<file path="config.mk">
export PLATFORM = sky130hd
export DESIGN_NAME = length_framed_crc_deframer_unit
export DESIGN_NICKNAME = d
export VERILOG_FILES = /design/src/rtl/lfcd_pkg.sv /design/src/rtl/lfcd_ram.sv /design/src/rtl/lfcd_ctrl.sv /design/src/rtl/lfcd_dp.sv /design/src/rtl/length_framed_crc_deframer_unit.sv
export SDC_FILE = /design/constraint.sdc
export NUM_CORES = 2
export LEC_CHECK = 0
export ABC_AREA = 1
export BUFFER_PORTS_ARGS = -buffer_cell sky130_fd_sc_hd__buf_4
export CAP_MARGIN = 20
export CORE_MARGIN = 3
export CORE_UTILIZATION = 63
export CTS_BUF_LIST = sky130_fd_sc_hd__clkbuf_2
export DETAILED_ROUTE_END_ITERATION = 7
export PLACE_DENSITY = 0.8
export SYNTH_ARGS = -nofsm -noshare
export SYNTH_HDL_FRONTEND = slang
export SYNTH_SLANG_ARGS = --single-unit
</file>
<file path="constraint.sdc">
create_clock -name clk -period 20.8 [get_ports clk]
set_input_delay 3.12 -clock clk [delete_from_list [all_inputs] [get_ports clk]]
set_output_delay 3.12 -clock clk [all_outputs]
set_load 0.01 [all_outputs]
</file>
<file path="src/rtl/lfcd_pkg.sv">
// ----------------------------------------------------------------------------
// lfcd_pkg
// Shared types, codes and the CRC-16 byte step for the length-framed deframer.
// ----------------------------------------------------------------------------
package lfcd_pkg;

  localparam int unsigned LEN_MIN          = 5;
  localparam int unsigned ANGLE_MIN_PLEN   = 16;
  localparam int unsigned WORD_MIN_PLEN    = 4;
  localparam logic [7:0]  CMD_ANGLE        = 8'h05;
  localparam logic [7:0]  CMD_SAMPLES      = 8'h11;
  localparam logic [7:0]  CMD_SCORE        = 8'h12;
  localparam logic [7:0]  ANGLE_TAG        = 8'd3;
  localparam logic [7:0]  ID_HEADING       = 8'd5;
  localparam logic [7:0]  ID_PITCH         = 8'd24;
  localparam logic [7:0]  ID_ROLL          = 8'd25;
  localparam logic [31:0] SCORE_RESET      = 32'hBF80_0000;
  localparam logic [2:0]  REC_LAST         = 3'd4;

  typedef enum logic [2:0] {
    RD_ZERO = 3'd0,
    RD_ONE  = 3'd1,
    RD_NEXT = 3'd2,
    RD_CHI  = 3'd3,
    RD_CLO  = 3'd4
  } rd_sel_t;

  typedef struct packed {
    logic    push;
    logic    rd_en;
    rd_sel_t rd_sel;
    logic    len_hi_ld;
    logic    len_lo_ld;
    logic    crc_start;
    logic    crc_step;
    logic    chi_ld;
    logic    drop;
    logic    emit;
  } lfcd_cmd_t;

  typedef struct packed {
    logic count_lt2;
    logic len_bad;
    logic len_short;
    logic crc_last;
    logic crc_ok;
    logic out_free;
  } lfcd_status_t;

  // XMODEM CRC-16 (poly 0x1021, no reflection), one byte
  function automatic logic [15:0] crc16_step(input logic [15:0] c_in, input logic [7:0] b);
    logic [15:0] c;
    c = {c_in[7:0], c_in[15:8]};
    c = c ^ {8'h00, b};
    c = c ^ {12'h000, c[7:4]};
    c = c ^ {c[3:0], 12'h000};
    c = c ^ {3'b000, c[7:0], 5'b00000};
    return c;
  endfunction

endpackage

</file>
<file path="src/rtl/lfcd_ram.sv">
// ----------------------------------------------------------------------------
// lfcd_ram
// Generic single-write, single-read RAM with registered read data.
// ----------------------------------------------------------------------------
module lfcd_ram #(
  parameter int unsigned WIDTH = 8,
  parameter int unsigned DEPTH = 128
) (
  input  logic                     clk,
  input  logic                     we,
  input  logic [$clog2(DEPTH)-1:0] waddr,
  input  logic [WIDTH-1:0]         wdata,
  input  logic                     re,
  input  logic [$clog2(DEPTH)-1:0] raddr,
  output logic [WIDTH-1:0]         rdata
);

  logic [WIDTH-1:0] mem_r [DEPTH];
  logic [WIDTH-1:0] rdata_r;

  always_ff @(posedge clk) begin
    if (we) begin
      mem_r[waddr] <= wdata;
    end
    if (re) begin
      rdata_r <= mem_r[raddr];
    end
  end

  assign rdata = rdata_r;

endmodule

</file>
<file path="src/rtl/lfcd_ctrl.sv">
// ----------------------------------------------------------------------------
// lfcd_ctrl
// Sequencer: byte intake, length check, CRC walk, slide and frame release.
// ----------------------------------------------------------------------------
module lfcd_ctrl
  import lfcd_pkg::*;
(
  input  logic         clk,
  input  logic         rst_n,
  input  logic         in_valid,
  output logic         in_stall,
  input  lfcd_status_t st,
  output lfcd_cmd_t    cmd
);

  typedef enum logic [8:0] {
    ST_IDLE = 9'b0_0000_0001,
    ST_CHK  = 9'b0_0000_0010,
    ST_L0   = 9'b0_0000_0100,
    ST_L1   = 9'b0_0000_1000,
    ST_EVAL = 9'b0_0001_0000,
    ST_CRC  = 9'b0_0010_0000,
    ST_R1   = 9'b0_0100_0000,
    ST_R2   = 9'b0_1000_0000,
    ST_EMIT = 9'b1_0000_0000
  } state_t;

  state_t state_r, state_nxt;

  always_ff @(posedge clk) begin
    if (!rst_n) begin
      state_r <= ST_IDLE;
    end else begin
      state_r <= state_nxt;
    end
  end

  always_comb begin
    state_nxt = state_r;
    cmd       = '0;
    cmd.rd_sel = RD_ZERO;
    case (state_r)
      ST_IDLE: begin
        if (in_valid) begin
          cmd.push  = 1'b1;
          state_nxt = ST_CHK;
        end
      end
      ST_CHK: begin
        if (st.count_lt2) begin
          state_nxt = ST_IDLE;
        end else begin
          cmd.rd_en = 1'b1;
          state_nxt = ST_L0;
        end
      end
      ST_L0: begin
        cmd.len_hi_ld = 1'b1;
        cmd.rd_en     = 1'b1;
        cmd.rd_sel    = RD_ONE;
        state_nxt     = ST_L1;
      end
      ST_L1: begin
        cmd.len_lo_ld = 1'b1;
        state_nxt     = ST_EVAL;
      end
      ST_EVAL: begin
        if (st.len_bad) begin
          cmd.drop  = 1'b1;
          state_nxt = ST_CHK;
        end else if (st.len_short) begin
          state_nxt = ST_IDLE;
        end else begin
          cmd.crc_start = 1'b1;
          cmd.rd_en     = 1'b1;
          state_nxt     = ST_CRC;
        end
      end
      ST_CRC: begin
        cmd.crc_step = 1'b1;
        cmd.rd_en    = 1'b1;
        if (st.crc_last) begin
          cmd.rd_sel = RD_CHI;
          state_nxt  = ST_R1;
        end else begin
          cmd.rd_sel = RD_NEXT;
        end
      end
      ST_R1: begin
        cmd.chi_ld = 1'b1;
        cmd.rd_en  = 1'b1;
        cmd.rd_sel = RD_CLO;
        state_nxt  = ST_R2;
      end
      ST_R2: begin
        if (st.crc_ok) begin
          state_nxt = ST_EMIT;
        end else begin
          cmd.drop  = 1'b1;
          state_nxt = ST_CHK;
        end
      end
      ST_EMIT: begin
        if (st.out_free) begin
          cmd.emit  = 1'b1;
          state_nxt = ST_IDLE;
        end
      end
      default: begin
        state_nxt = ST_IDLE;
      end
    endcase
  end

  assign in_stall = (state_r != ST_IDLE);

endmodule

</file>
<file path="src/rtl/lfcd_dp.sv">
// ----------------------------------------------------------------------------
// lfcd_dp
// Datapath: circular frame store, length and CRC registers, decode and result.
// ----------------------------------------------------------------------------
module lfcd_dp
  import lfcd_pkg::*;
#(
  parameter int unsigned FRAME_DEPTH = 128
) (
  input  logic         clk,
  input  logic         rst_n,
  input  logic [7:0]   in_rx_byte,
  input  lfcd_cmd_t    cmd,
  output lfcd_status_t st,
  input  logic         out_stall,
  output logic         out_valid,
  output logic [7:0]   out_command_id,
  output logic [6:0]   out_payload_length,
  output logic [31:0]  out_heading_bits,
  output logic [31:0]  out_pitch_bits,
  output logic [31:0]  out_roll_bits,
  output logic         out_angles_updated,
  output logic [31:0]  out_calibration_samples,
  output logic [31:0]  out_score_bits,
  output logic         out_score_valid
);

  localparam int unsigned AW = $clog2(FRAME_DEPTH);
  localparam int unsigned CW = $clog2(FRAME_DEPTH + 1);
  localparam logic [AW:0] DEPTH_A = (AW+1)'(FRAME_DEPTH);
  localparam logic [CW-1:0] DEPTH_C = CW'(FRAME_DEPTH);
  localparam logic [15:0] DEPTH_L = 16'(FRAME_DEPTH);

  function automatic logic [AW-1:0] wrap(input logic [AW:0] s);
    logic [AW:0] t;
    t = (s >= DEPTH_A) ? (s - DEPTH_A) : s;
    return t[AW-1:0];
  endfunction

  logic [AW-1:0] head_r;
  logic [CW-1:0] count_r;
  logic [7:0]    len_hi_r, len_lo_r, chi_r;
  logic [15:0]   len_w, plen_w, crc_r;
  logic [AW-1:0] pos_r, rd_off;
  logic [2:0]    rec_ph_r;
  logic [31:0]   rec_r, rec_w, word_r;
  logic [7:0]    cmd_id_r, tag_r;
  logic [31:0]   t_head_r, t_pitch_r, t_roll_r;
  logic [31:0]   heading_r, pitch_r, roll_r, samples_r, score_r;
  logic          score_flag_r, out_valid_r;
  logic [31:0]   heading_nxt, pitch_nxt, roll_nxt, samples_nxt, score_nxt;
  logic          score_flag_nxt, ang_nxt;
  logic          full_w;
  logic          we;
  logic [AW-1:0] waddr, raddr;
  logic [7:0]    rdata;

  assign len_w  = {len_hi_r, len_lo_r};
  assign plen_w = len_w - 16'(LEN_MIN);
  assign full_w = (count_r == DEPTH_C);

  // write address: append behind the held bytes, overwrite oldest when full
  assign we    = cmd.push;
  assign waddr = full_w ? head_r : wrap({1'b0, head_r} + {1'b0, count_r[AW-1:0]});

  always_comb begin
    case (cmd.rd_sel)
      RD_ZERO: rd_off = '0;
      RD_ONE:  rd_off = AW'(1);
      RD_NEXT: rd_off = pos_r + AW'(1);
      RD_CHI:  rd_off = len_lo_r[AW-1:0] - AW'(2);
      RD_CLO:  rd_off = len_lo_r[AW-1:0] - AW'(1);
      default: rd_off = '0;
    endcase
  end
  assign raddr = wrap({1'b0, head_r} + {1'b0, rd_off});

  lfcd_ram #(.WIDTH(8), .DEPTH(FRAME_DEPTH)) u_ram (
    .clk   (clk),
    .we    (we),
    .waddr (waddr),
    .wdata (in_rx_byte),
    .re    (cmd.rd_en),
    .raddr (raddr),
    .rdata (rdata)
  );

  assign st.count_lt2 = (count_r < CW'(2));
  assign st.len_bad   = (len_w < 16'(LEN_MIN)) || (len_w > DEPTH_L) ||
                        (16'(count_r) > len_w);
  assign st.len_short = (16'(count_r) < len_w);
  assign st.crc_last  = (16'(pos_r) == (len_w - 16'd3));
  assign st.crc_ok    = ({chi_r, rdata} == crc_r);
  assign st.out_free  = !out_valid_r || !out_stall;

  assign rec_w = {rec_r[23:0], rdata};

  // commit decoded fields of the accepted frame
  always_comb begin
    heading_nxt    = heading_r;
    pitch_nxt      = pitch_r;
    roll_nxt       = roll_r;
    samples_nxt    = samples_r;
    score_nxt      = score_r;
    score_flag_nxt = score_flag_r;
    ang_nxt        = 1'b0;
    if (cmd_id_r == CMD_ANGLE) begin
      if (plen_w >= 16'(ANGLE_MIN_PLEN) && tag_r == ANGLE_TAG) begin
        heading_nxt = t_head_r;
        pitch_nxt   = t_pitch_r;
        roll_nxt    = t_roll_r;
        ang_nxt     = 1'b1;
      end
    end else if (cmd_id_r == CMD_SAMPLES) begin
      if (plen_w >= 16'(WORD_MIN_PLEN)) begin
        samples_nxt = word_r;
      end
    end else if (cmd_id_r == CMD_SCORE) begin
      if (plen_w >= 16'(WORD_MIN_PLEN)) begin
        score_nxt      = word_r;
        score_flag_nxt = 1'b1;
      end
    end
  end

  always_ff @(posedge clk) begin
    if (!rst_n) begin
      head_r       <= '0;
      count_r      <= '0;
      heading_r    <= '0;
      pitch_r      <= '0;
      roll_r       <= '0;
      samples_r    <= '0;
      score_r      <= SCORE_RESET;
      score_flag_r <= 1'b0;
      out_valid_r  <= 1'b0;
    end else begin
      if (cmd.push) begin
        if (full_w) begin
          head_r <= wrap({1'b0, head_r} + (AW+1)'(1));
        end else begin
          count_r <= count_r + CW'(1);
        end
      end
      if (cmd.drop) begin
        head_r  <= wrap({1'b0, head_r} + (AW+1)'(1));
        count_r <= count_r - CW'(1);
      end
      if (cmd.emit) begin
        count_r      <= '0;
        heading_r    <= heading_nxt;
        pitch_r      <= pitch_nxt;
        roll_r       <= roll_nxt;
        samples_r    <= samples_nxt;
        score_r      <= score_nxt;
        score_flag_r <= score_flag_nxt;
        out_valid_r  <= 1'b1;
      end else if (!out_stall) begin
        out_valid_r <= 1'b0;
      end
    end
  end

  always_ff @(posedge clk) begin
    if (cmd.len_hi_ld) begin
      len_hi_r <= rdata;
    end
    if (cmd.len_lo_ld) begin
      len_lo_r <= rdata;
    end
    if (cmd.chi_ld) begin
      chi_r <= rdata;
    end
    if (cmd.crc_start) begin
      crc_r     <= '0;
      pos_r     <= '0;
      rec_ph_r  <= '0;
      t_head_r  <= heading_r;
      t_pitch_r <= pitch_r;
      t_roll_r  <= roll_r;
    end else if (cmd.crc_step) begin
      crc_r <= crc16_step(crc_r, rdata);
      pos_r <= pos_r + AW'(1);
      if (pos_r == AW'(2)) begin
        cmd_id_r <= rdata;
      end
      if (pos_r == AW'(3)) begin
        tag_r <= rdata;
      end
      if (pos_r >= AW'(3) && pos_r <= AW'(6)) begin
        word_r <= {word_r[23:0], rdata};
      end
      // angle records: id byte plus four value bytes from payload offset one
      if (pos_r >= AW'(4)) begin
        rec_r <= rec_w;
        if (rec_ph_r == REC_LAST) begin
          rec_ph_r <= '0;
          if (rec_r[31:24] == ID_HEADING) begin
            t_head_r <= {rec_r[23:0], rdata};
          end else if (rec_r[31:24] == ID_PITCH) begin
            t_pitch_r <= {rec_r[23:0], rdata};
          end else if (rec_r[31:24] == ID_ROLL) begin
            t_roll_r <= {rec_r[23:0], rdata};
          end
        end else begin
          rec_ph_r <= rec_ph_r + 3'd1;
        end
      end
    end
    if (cmd.emit) begin
      out_command_id          <= cmd_id_r;
      out_payload_length      <= plen_w[6:0];
      out_heading_bits        <= heading_nxt;
      out_pitch_bits          <= pitch_nxt;
      out_roll_bits           <= roll_nxt;
      out_angles_updated      <= ang_nxt;
      out_calibration_samples <= samples_nxt;
      out_score_bits          <= score_nxt;
      out_score_valid         <= score_flag_nxt;
    end
  end

  assign out_valid = out_valid_r;

endmodule

</file>
<file path="src/rtl/length_framed_crc_deframer_unit.sv">
// ----------------------------------------------------------------------------
// length_framed_crc_deframer_unit
// Receives serial bytes, finds length-prefixed CRC-16 frames and decodes them.
// ----------------------------------------------------------------------------
// Each request on the in_ channel is one received byte. The byte is appended
// to a circular frame store (one RAM, one read port, registered read), then
// the sequencer resynchronizes: it reads the two length bytes and evaluates
// them, drops the oldest byte when the length is out of range or fewer bytes
// are needed, and once the store holds exactly one frame it walks the RAM
// one byte per cycle for the CRC. A CRC mismatch drops the oldest byte and
// repeats the check on what is left; each slide may walk the whole store
// again. The next byte is accepted only once the sequencer is idle again.
// Decoding of the command payload runs alongside the CRC walk and is only
// committed when the CRC matches. One result request is emitted per accepted
// frame; it waits in an output register, and the next byte is taken while it
// is still stalled.
module length_framed_crc_deframer_unit
  import lfcd_pkg::*;
#(
  parameter int unsigned FRAME_DEPTH = 128
) (
  input  logic        clk,
  input  logic        rst_n,
  input  logic        in_valid,
  output logic        in_stall,
  input  logic [7:0]  in_rx_byte,
  output logic        out_valid,
  input  logic        out_stall,
  output logic [7:0]  out_command_id,
  output logic [6:0]  out_payload_length,
  output logic [31:0] out_heading_bits,
  output logic [31:0] out_pitch_bits,
  output logic [31:0] out_roll_bits,
  output logic        out_angles_updated,
  output logic [31:0] out_calibration_samples,
  output logic [31:0] out_score_bits,
  output logic        out_score_valid
);

  lfcd_cmd_t    cmd;
  lfcd_status_t st;

  // sequencer: hold off input until the store is resynchronized
  lfcd_ctrl u_ctrl (
    .clk      (clk),
    .rst_n    (rst_n),
    .in_valid (in_valid),
    .in_stall (in_stall),
    .st       (st),
    .cmd      (cmd)
  );

  // store, CRC, decode and result register
  lfcd_dp #(.FRAME_DEPTH(FRAME_DEPTH)) u_dp (
    .clk                     (clk),
    .rst_n                   (rst_n),
    .in_rx_byte              (in_rx_byte),
    .cmd                     (cmd),
    .st                      (st),
    .out_stall               (out_stall),
    .out_valid               (out_valid),
    .out_command_id          (out_command_id),
    .out_payload_length      (out_payload_length),
    .out_heading_bits        (out_heading_bits),
    .out_pitch_bits          (out_pitch_bits),
    .out_roll_bits           (out_roll_bits),
    .out_angles_updated      (out_angles_updated),
    .out_calibration_samples (out_calibration_samples),
    .out_score_bits          (out_score_bits),
    .out_score_valid         (out_score_valid)
  );

  // a frame is released only into a free output register
  a_emit_free: assert property (@(posedge clk) disable iff (!rst_n)
    cmd.emit |-> st.out_free)
    else $error("frame released while result register busy");

  // an accepted byte always starts a resync pass
  a_accept_busy: assert property (@(posedge clk) disable iff (!rst_n)
    (in_valid && !in_stall) |=> in_stall)
    else $error("input taken again without resync");

  // a released frame shows up as a result request
  a_emit_valid: assert property (@(posedge clk) disable iff (!rst_n)
    cmd.emit |=> out_valid)
    else $error("released frame not presented");

  // store writes never coincide with slides or frame releases
  a_push_drop: assert property (@(posedge clk) disable iff (!rst_n)
    !(cmd.push && (cmd.drop || cmd.emit)))
    else $error("store push overlaps slide or release");

endmodule

</file>
## After elaboration in Yosys (flattened, before gate mapping)

Memory sizes are Yosys's and may differ from the RTL's. A register that Yosys moved wholly into a read port is not among the register bits.
Cells that the tools add are included.

| cells by class | value |
|---|---|
| reduce and logical (&&, ||, !) cells | 28 |
| add/subtract/negate cells | 14 |
| shifts and indexed selects | 0 |
| bitwise logic cells | 6 |
| multiply operators | 0 |
| divide/modulo/power cells | 0 |
| multiplexer cells | 78 |
| order comparisons | 13 |
| equal/unequal tests | 34 |

Operator list:

| kind | number |
|---|---|
| 2-to-1 mux 32 bit | 31 |
| one-hot mux 9 bit (9 select lines) | 1 |
| 2-to-1 mux 7 bit | 7 |
| 2-to-1 mux 9 bit | 4 |
| == test 8 x 5 -> 1 bit (second input constant) | 4 |
| one-hot mux 7 bit (4 select lines) | 1 |
| subtractor 7 x 1 -> 7 bit (second input constant) | 4 |
| greater-or-equal comparator 8 bit (second input constant) | 3 |
| 2-to-1 mux 1 bit | 24 |
| 2-to-1 mux 8 bit | 3 |
| adder 7 x 7 -> 8 bit | 2 |
| == test 16 bit | 1 |
| == test 7 x 16 -> 1 bit | 1 |
| == test 8 x 3 -> 1 bit (second input constant) | 2 |
| greater-or-equal comparator 16 x 3 -> 1 bit (second input constant) | 1 |
| greater-or-equal comparator 16 x 5 -> 1 bit (second input constant) | 1 |
| > comparator 16 x 8 -> 1 bit (second input constant) | 1 |
| > comparator 8 x 16 -> 1 bit | 1 |
| less-than comparator 16 x 3 -> 1 bit (second input constant) | 1 |
| less-than comparator 8 x 16 -> 1 bit | 1 |
| nonzero test 2 bit | 8 |
| subtractor 16 x 2 -> 16 bit (second input constant) | 1 |
| subtractor 16 x 3 -> 16 bit (second input constant) | 1 |
| bitwise XOR 16 x 13 -> 16 bit | 1 |
| other kinds (47) | 68 |

| storage, ports and cells | value |
|---|---|
| memory bits (read-only) | 0 |
| memories | 1 |
| bits in latches | 0 |
| output and inout port bits | 179 |
| word-level logic and storage cells | 206 |
| bits of input ports | 12 |
| memory bits (writable) | 1024 |
| register bits | 589 |

Memories:

| name | depth | width | read ports | clocked after Yosys merged registers in | write ports | line | RTL |
|---|---|---|---|---|---|---|---|
| u_dp.u_ram.mem_r | 128 | 8 | 1 | 1 | 1 | lfcd_ram.sv:18 | `logic [WIDTH-1:0] mem_r [DEPTH];` |

## Longest topological paths before layout

| logic depth | value |
|---|---|
| depth after elaboration | 9 |
| depth in mapped cells | 29 |
| mapped depth without buffers | 27 |

## Cells and area by module

Synthesis repeated with hierarchy kept, for this count alone.

| unflattened totals | value |
|---|---|
| cells, all modules | 6259 |
| area, all modules | 67956.4 um^2 |

Modules (own cells, without submodules):

| module | area each (um^2) | instances | cells each | sequential area each (um^2) |
|---|---|---|---|---|
| lfcd_ram | 42184.2 | 1 | 3575 | 30989.7 |
| lfcd_dp | 25070.3 | 1 | 2568 | 15384.8 |
| lfcd_ctrl | 701.9 | 1 | 116 | 180.2 |

## Worst setup path after synthesis

OpenSTA, ideal clock, no wires.

| timing | value |
|---|---|
| path type | input port to flip-flop |
| start point | in out_stall |
| end point | reg u_dp.score_r[0] |
| stages on the path | 8 |
| required time | 20.684 ns |
| setup slack | 12.767 ns |
| data arrival time | 7.917 ns |
| library setup time | 0.116 ns |
| path buffers | 2 |
| cell sequence | nand2_1 -> nand2_1 -> inv_1 -> nand3_1 -> buf_4 -> buf_6 -> o21ai_0 -> nor2_1 |

RTL lines:

| item | line | RTL |
|---|---|---|
| start: declaration | length_framed_crc_deframer_unit.sv:28 | `input logic out_stall,` |
| end signal: assignment | lfcd_dp.sv:155 | `score_r <= score_nxt;` |
| end: declaration | lfcd_dp.sv:49 | `logic [31:0] heading_r, pitch_r, roll_r, samples_r, score_r;` |

## Worst setup path in the final report

| timing | value |
|---|---|
| start point | reg u_dp.len_lo_r[2] |
| end point | reg u_dp.u_ram.rdata_r[3], in the netlist u_dp.u_ram.rdata[3], read port of u_dp.u_ram.mem_r, data pin |

| on the way | value |
|---|---|
| word-level cells in the longest chain between the ends | 9 |
| elaborated cells on any way between the ends | 24 |
| classes of those cells | 5 x add/sub; 5 x order compare; 5 x eq/ne; 7 x mux; 2 x reduce/logical |

RTL lines:

| item | line | RTL |
|---|---|---|
| start: declaration | lfcd_dp.sv:42 | `logic [7:0] len_hi_r, len_lo_r, chi_r;` |
| start signal: assignment | lfcd_dp.sv:169 | `len_lo_r <= rdata;` |
| subtractor 16 x 2 -> 16 bit | lfcd_dp.sv:92 | `assign st.crc_last = (16'(pos_r) == (len_w - 16'd3));` |
| == test 7 x 16 -> 1 bit | lfcd_dp.sv:92 |  |
| 2-to-1 mux 1 bit | lfcd_ctrl.sv:82 | `if (st.crc_last) begin` |
| one-hot mux 3 bit (3 select lines) | lfcd_ctrl.sv:42 | `case (state_r)` |
| == test 3 bit (tied with other cells) | lfcd_dp.sv:67 | `case (cmd.rd_sel)` |
| one-hot mux 7 bit (4 select lines) | lfcd_dp.sv:67 |  |
| adder 7 x 7 -> 8 bit | lfcd_dp.sv:76 | `assign raddr = wrap({1'b0, head_r} + {1'b0, rd_off});` |
| subtractor 7 x 1 -> 7 bit or greater-or-equal comparator 8 bit (tied branches) | lfcd_dp.sv:36 | `t = (s >= DEPTH_A) ? (s - DEPTH_A) : s;` |
| 2-to-1 mux 7 bit | lfcd_dp.sv:36 |  |
| end: declaration | lfcd_ram.sv:19 | `logic [WIDTH-1:0] rdata_r;` |

Several ways; a longest one is shown, not always the timed one.
A chain may end at the register's enable or synchronous reset.

==> impl_metrics.toml <==
[status]
outcome = "finished with violations"
violations = "max-slew violations"

[grt]
antenna_found_initial = 1
grt_pass1_wl_um = 250900
grt-ovfl-total = 0
grt_pass1_vias = 44470
grt_max_degree = 261
grt_use_total_pct = 30.18

[cts]
cts_setup_buffers = 0
cts.sinks = 1621
clockRootBuffer = "clkbuf_2"
cts_max_level = 5
post_cts_resized = 0
cts_tree = "built"
cts_inserted_buffers = 392
hold_buffers = 0
clock_path_buffers = 4
clock_latency_ns = 1.59
clk_pin_slew_ns = 0.11

[setup_path]
r2r_slack_ns = 14.03
reg2reg_from = "u_dp.len_lo_r[2]$_DFFE_PP_"
startpoint = "u_dp.len_lo_r[2]$_DFFE_PP_"
cp-end-kind = "flip-flop"
crit_required_ns = 22.19
crit_type = "flip-flop to flip-flop"
r2r-end = "u_dp.u_ram.rdata[3]$_DFFE_PP_"
r2r_cells = 26
arrival_ns = 8.16
start_kind = "flip-flop"
cp_max_fo = 161

[cells_and_area]
drive_gt1_share_pct = 14.83
area_growth_pct = 8.819
post-route-util_pct = 69.57
fillCellCount = 7091
layout_common_cells = "1409 x edfxtp_1, 929 x nor2_1, 787 x o21ai_0, 572 x clkbuf_2, 440 x nand2_1"
final_nets = 5902
final_cells = 7499
layout_commonest_cell = "edfxtp_1"

[placement]
io_buffers = 190
hpwl_um = 93000
dp_slack_ns = 14.13
place.gp.congestion = 0.9283
dp.cells = 6821

[timing]
grt_setup_unrepaired = "no"
setup_slack_ns = 14.03
fin_crit_ns = 6.772
timing.setup.tns_ns = 0
finalSetupViolCount = 0
relSlewSlack_pct = -7.317
hold_violations = 0
fmax_ghz = 0.1477
slew_violations = 112
finClkSkew_ns = 0.1802
period_share_pct = 32.56
tightestPinTransition_ns = 1.610

[die]
core_area_um2 = 102600
start_util_pct = 63.93
num_rows = 117
die_height_um = 328.7
die_w_um = 328.7
ios = 191
die_area_um2 = 108000

[yosys]
avgSynthCellArea_um2 = 11.83
synth_ff_type = "edfxtp_1"
netlist_area_um2 = 65600
syn_nets = 5601
ys_seq_area_share_pct = 70.96
yosysWarnings = 0
ys_types = 48
async_flop_share_pct = 0
yosys_register_bits = 1621
synth_edf_count = 1409
syn-instance-count = 5546

[power_and_ir_drop]
ir_drop_mv = 0.06131
pwr-share-clk_pct = 35.1
p_int_w = 0.004314
cellPowerDensity_nw_per_um2 = 78.94
p_sw_w = 0.001321
seqPwrFrac_pct = 62.7
power_switching_share_pct = 23.45
p_comb_share_pct = 2.2
p_leak_nw = 25.18

[worst_hold_path]
worstHoldPathCells = 0
hold_end = "u_dp.word_r[14]$_DFFE_PP_"
hold_class = "flip-flop to flip-flop"
hp-start = "u_dp.word_r[6]$_DFFE_PP_"

[detailed_routing]
via_per_inst = 6.143
vias = 46070
drt-total-wl_um = 163900
drtIter0Drc = 6591
ant_nets = 0
wl_per_cell_um = 21.85
drc = 0
dr.pass1.iters = 6

[flow_run]
cap_violations = 0
[state kept, by name (all words and copies together), names as in the netlist, 9 cells and up]
signal,count
u_dp.heading_r,32
u_dp.t_roll_r,32
u_dp.word_r,32
u_dp.roll_r,32
u_dp.u_ram.mem_r,1024
u_dp.t_pitch_r,32
u_dp.out_pitch_bits,32
u_dp.pitch_r,32
u_dp.rec_r,32
u_dp.out_heading_bits,32
u_dp.out_calibration_samples,32
u_ctrl.state_r,9
u_dp.out_roll_bits,32
u_dp.t_head_r,32
u_dp.crc_r,16
u_dp.samples_r,32
u_dp.score_r,32
u_dp.out_score_bits,32
[metal layers]
layer  vias up  GRT usage [%]  part of all wire (%)
met4         0          14.62                   4.4
met2      3103          47.45                    47
met1     21710          40.01                    37
li1      20810              -                     -
met3       453          7.105                    12
met5         -              0                     0
[cell usage after synthesis, types with 4 or more instances]
library cell / instances / area share [%]
edfxtp_1: 1409 / 64
nor2_1: 932 / 5.3
o21ai_0: 787 / 6.0
nand2_1: 447 / 2.6
nand3_1: 384 / 2.9
inv_1: 330 / 1.9
clkbuf_1: 285 / 1.6
o221ai_1: 261 / 3.5
dfxtp_1: 212 / 6.5
a21oi_1: 135 / 1.0
o21ai_1: 42 / 0.32
xor2_1: 41 / 0.55
ha_1: 40 / 0.76
xnor2_1: 37 / 0.49
and2_1: 32 / 0.31
buf_2: 23 / 0.18
buf_1: 20 / 0.11
nand4_1: 19 / 0.18
nor2_2: 17 / 0.16
nor4_1: 15 / 0.14
nor3_1: 12 / 0.092
or2_2: 12 / 0.11
buf_6: 5 / 0.086
inv_2: 4 / 0.023
nand2_2: 4 / 0.038
nand3b_1: 4 / 0.046
o31ai_1: 4 / 0.046
[power by group through the flow]
stage          logic (W)  clock network, W  registers [W]
5_1_grt         0.000133           0.00219        0.00353
3_3_place_gp    0.000118                 0        0.00361
2_1_floorplan  0.0000523                 0        0.00360
4_1_cts         0.000122           0.00201        0.00353
3_5_place_dp    0.000122                 0        0.00361
6_report        0.000125           0.00198        0.00353
[stage by stage]
stage | hold slack (ns) | total power [W] | instance area (um2)
2_1_floorplan | 0.4264 | 0.003655 | 65600
3_5_place_dp | 0.4326 | 0.003727 | 68020
5_1_grt | 0.3964 | 0.005853 | 71390
4_1_cts | 0.3577 | 0.005662 | 71390
6_report | 0.3784 | 0.005635 | 71390
3_3_place_gp | 0.4316 | 0.003723 | 68020
[kinds of logic after synthesis]
family                     synth area share, %
buffers and inverters                    3.994
and+or+nand+nor                          12.10
adders and majority gates               0.8544
AOI/OAI and AO/OA                        11.05
xor gates and xnor gates                 1.041
DFF                                      70.96
[worst max-delay path: stages, from the launching register on]
cell and delay, ns:
edfxtp_1 0.50, inv_1 0.19, ha_1 0.22, nand2_1 0.08
nand2_1 0.13, nor2_2 0.25, nand3_1 0.12, nand2_1 0.08
inv_1 0.04, nor2_1 0.09, nand3_1 0.12, inv_1 0.07
nand2_1 0.07, nor2_1 0.17, inv_1 0.14, o221ai_1 0.31
fa_4 0.92, inv_8 0.75, buf_4 0.92, o21ai_0 0.34
o221ai_1 0.33, nand3_1 0.11, nand3_1 0.18, nand3_1 0.10
nand2_1 0.10, nand3_1 0.15, nand2_1 0.10
[cell type report]
| cell class | instances | area (um2) | area share (%) |
|---|---|---|---|
| diodes | 1 | 2.502 | 0.003505 |
| clock inverters | 105 | 504.2 | 0.7063 |
| flip-flops and latches | 1621 | 46550 | 65.21 |
| repair buffers | 244 | 1869 | 2.618 |
| well taps | 1368 | 1712 | 2.398 |
| clock buffers | 572 | 2863 | 4.010 |
| inverters | 334 | 1281 | 1.795 |
| multi-input cells | 3254 | 16600 | 23.26 |
[how the worst max path moves through the flow]
stage | slack (ns) | to | cells past startpoint
2_1_floorplan | 12.77 | u_dp.score_r[0]$_SDFFE_PN0P_ | 8
3_3_place_gp | 14.30 | u_dp.u_ram.rdata[3]$_DFFE_PP_ | 26
3_5_place_dp | 14.13 | u_dp.u_ram.rdata[5]$_DFFE_PP_ | 26
4_1_cts | 14.17 | u_dp.u_ram.rdata[1]$_DFFE_PP_ | 26
5_1_grt | 13.61 | u_dp.u_ram.rdata[3]$_DFFE_PP_ | 26
6_report | 14.03 | u_dp.u_ram.rdata[3]$_DFFE_PP_ | 26
No activity file was read; power rests on OpenSTA's default activity.
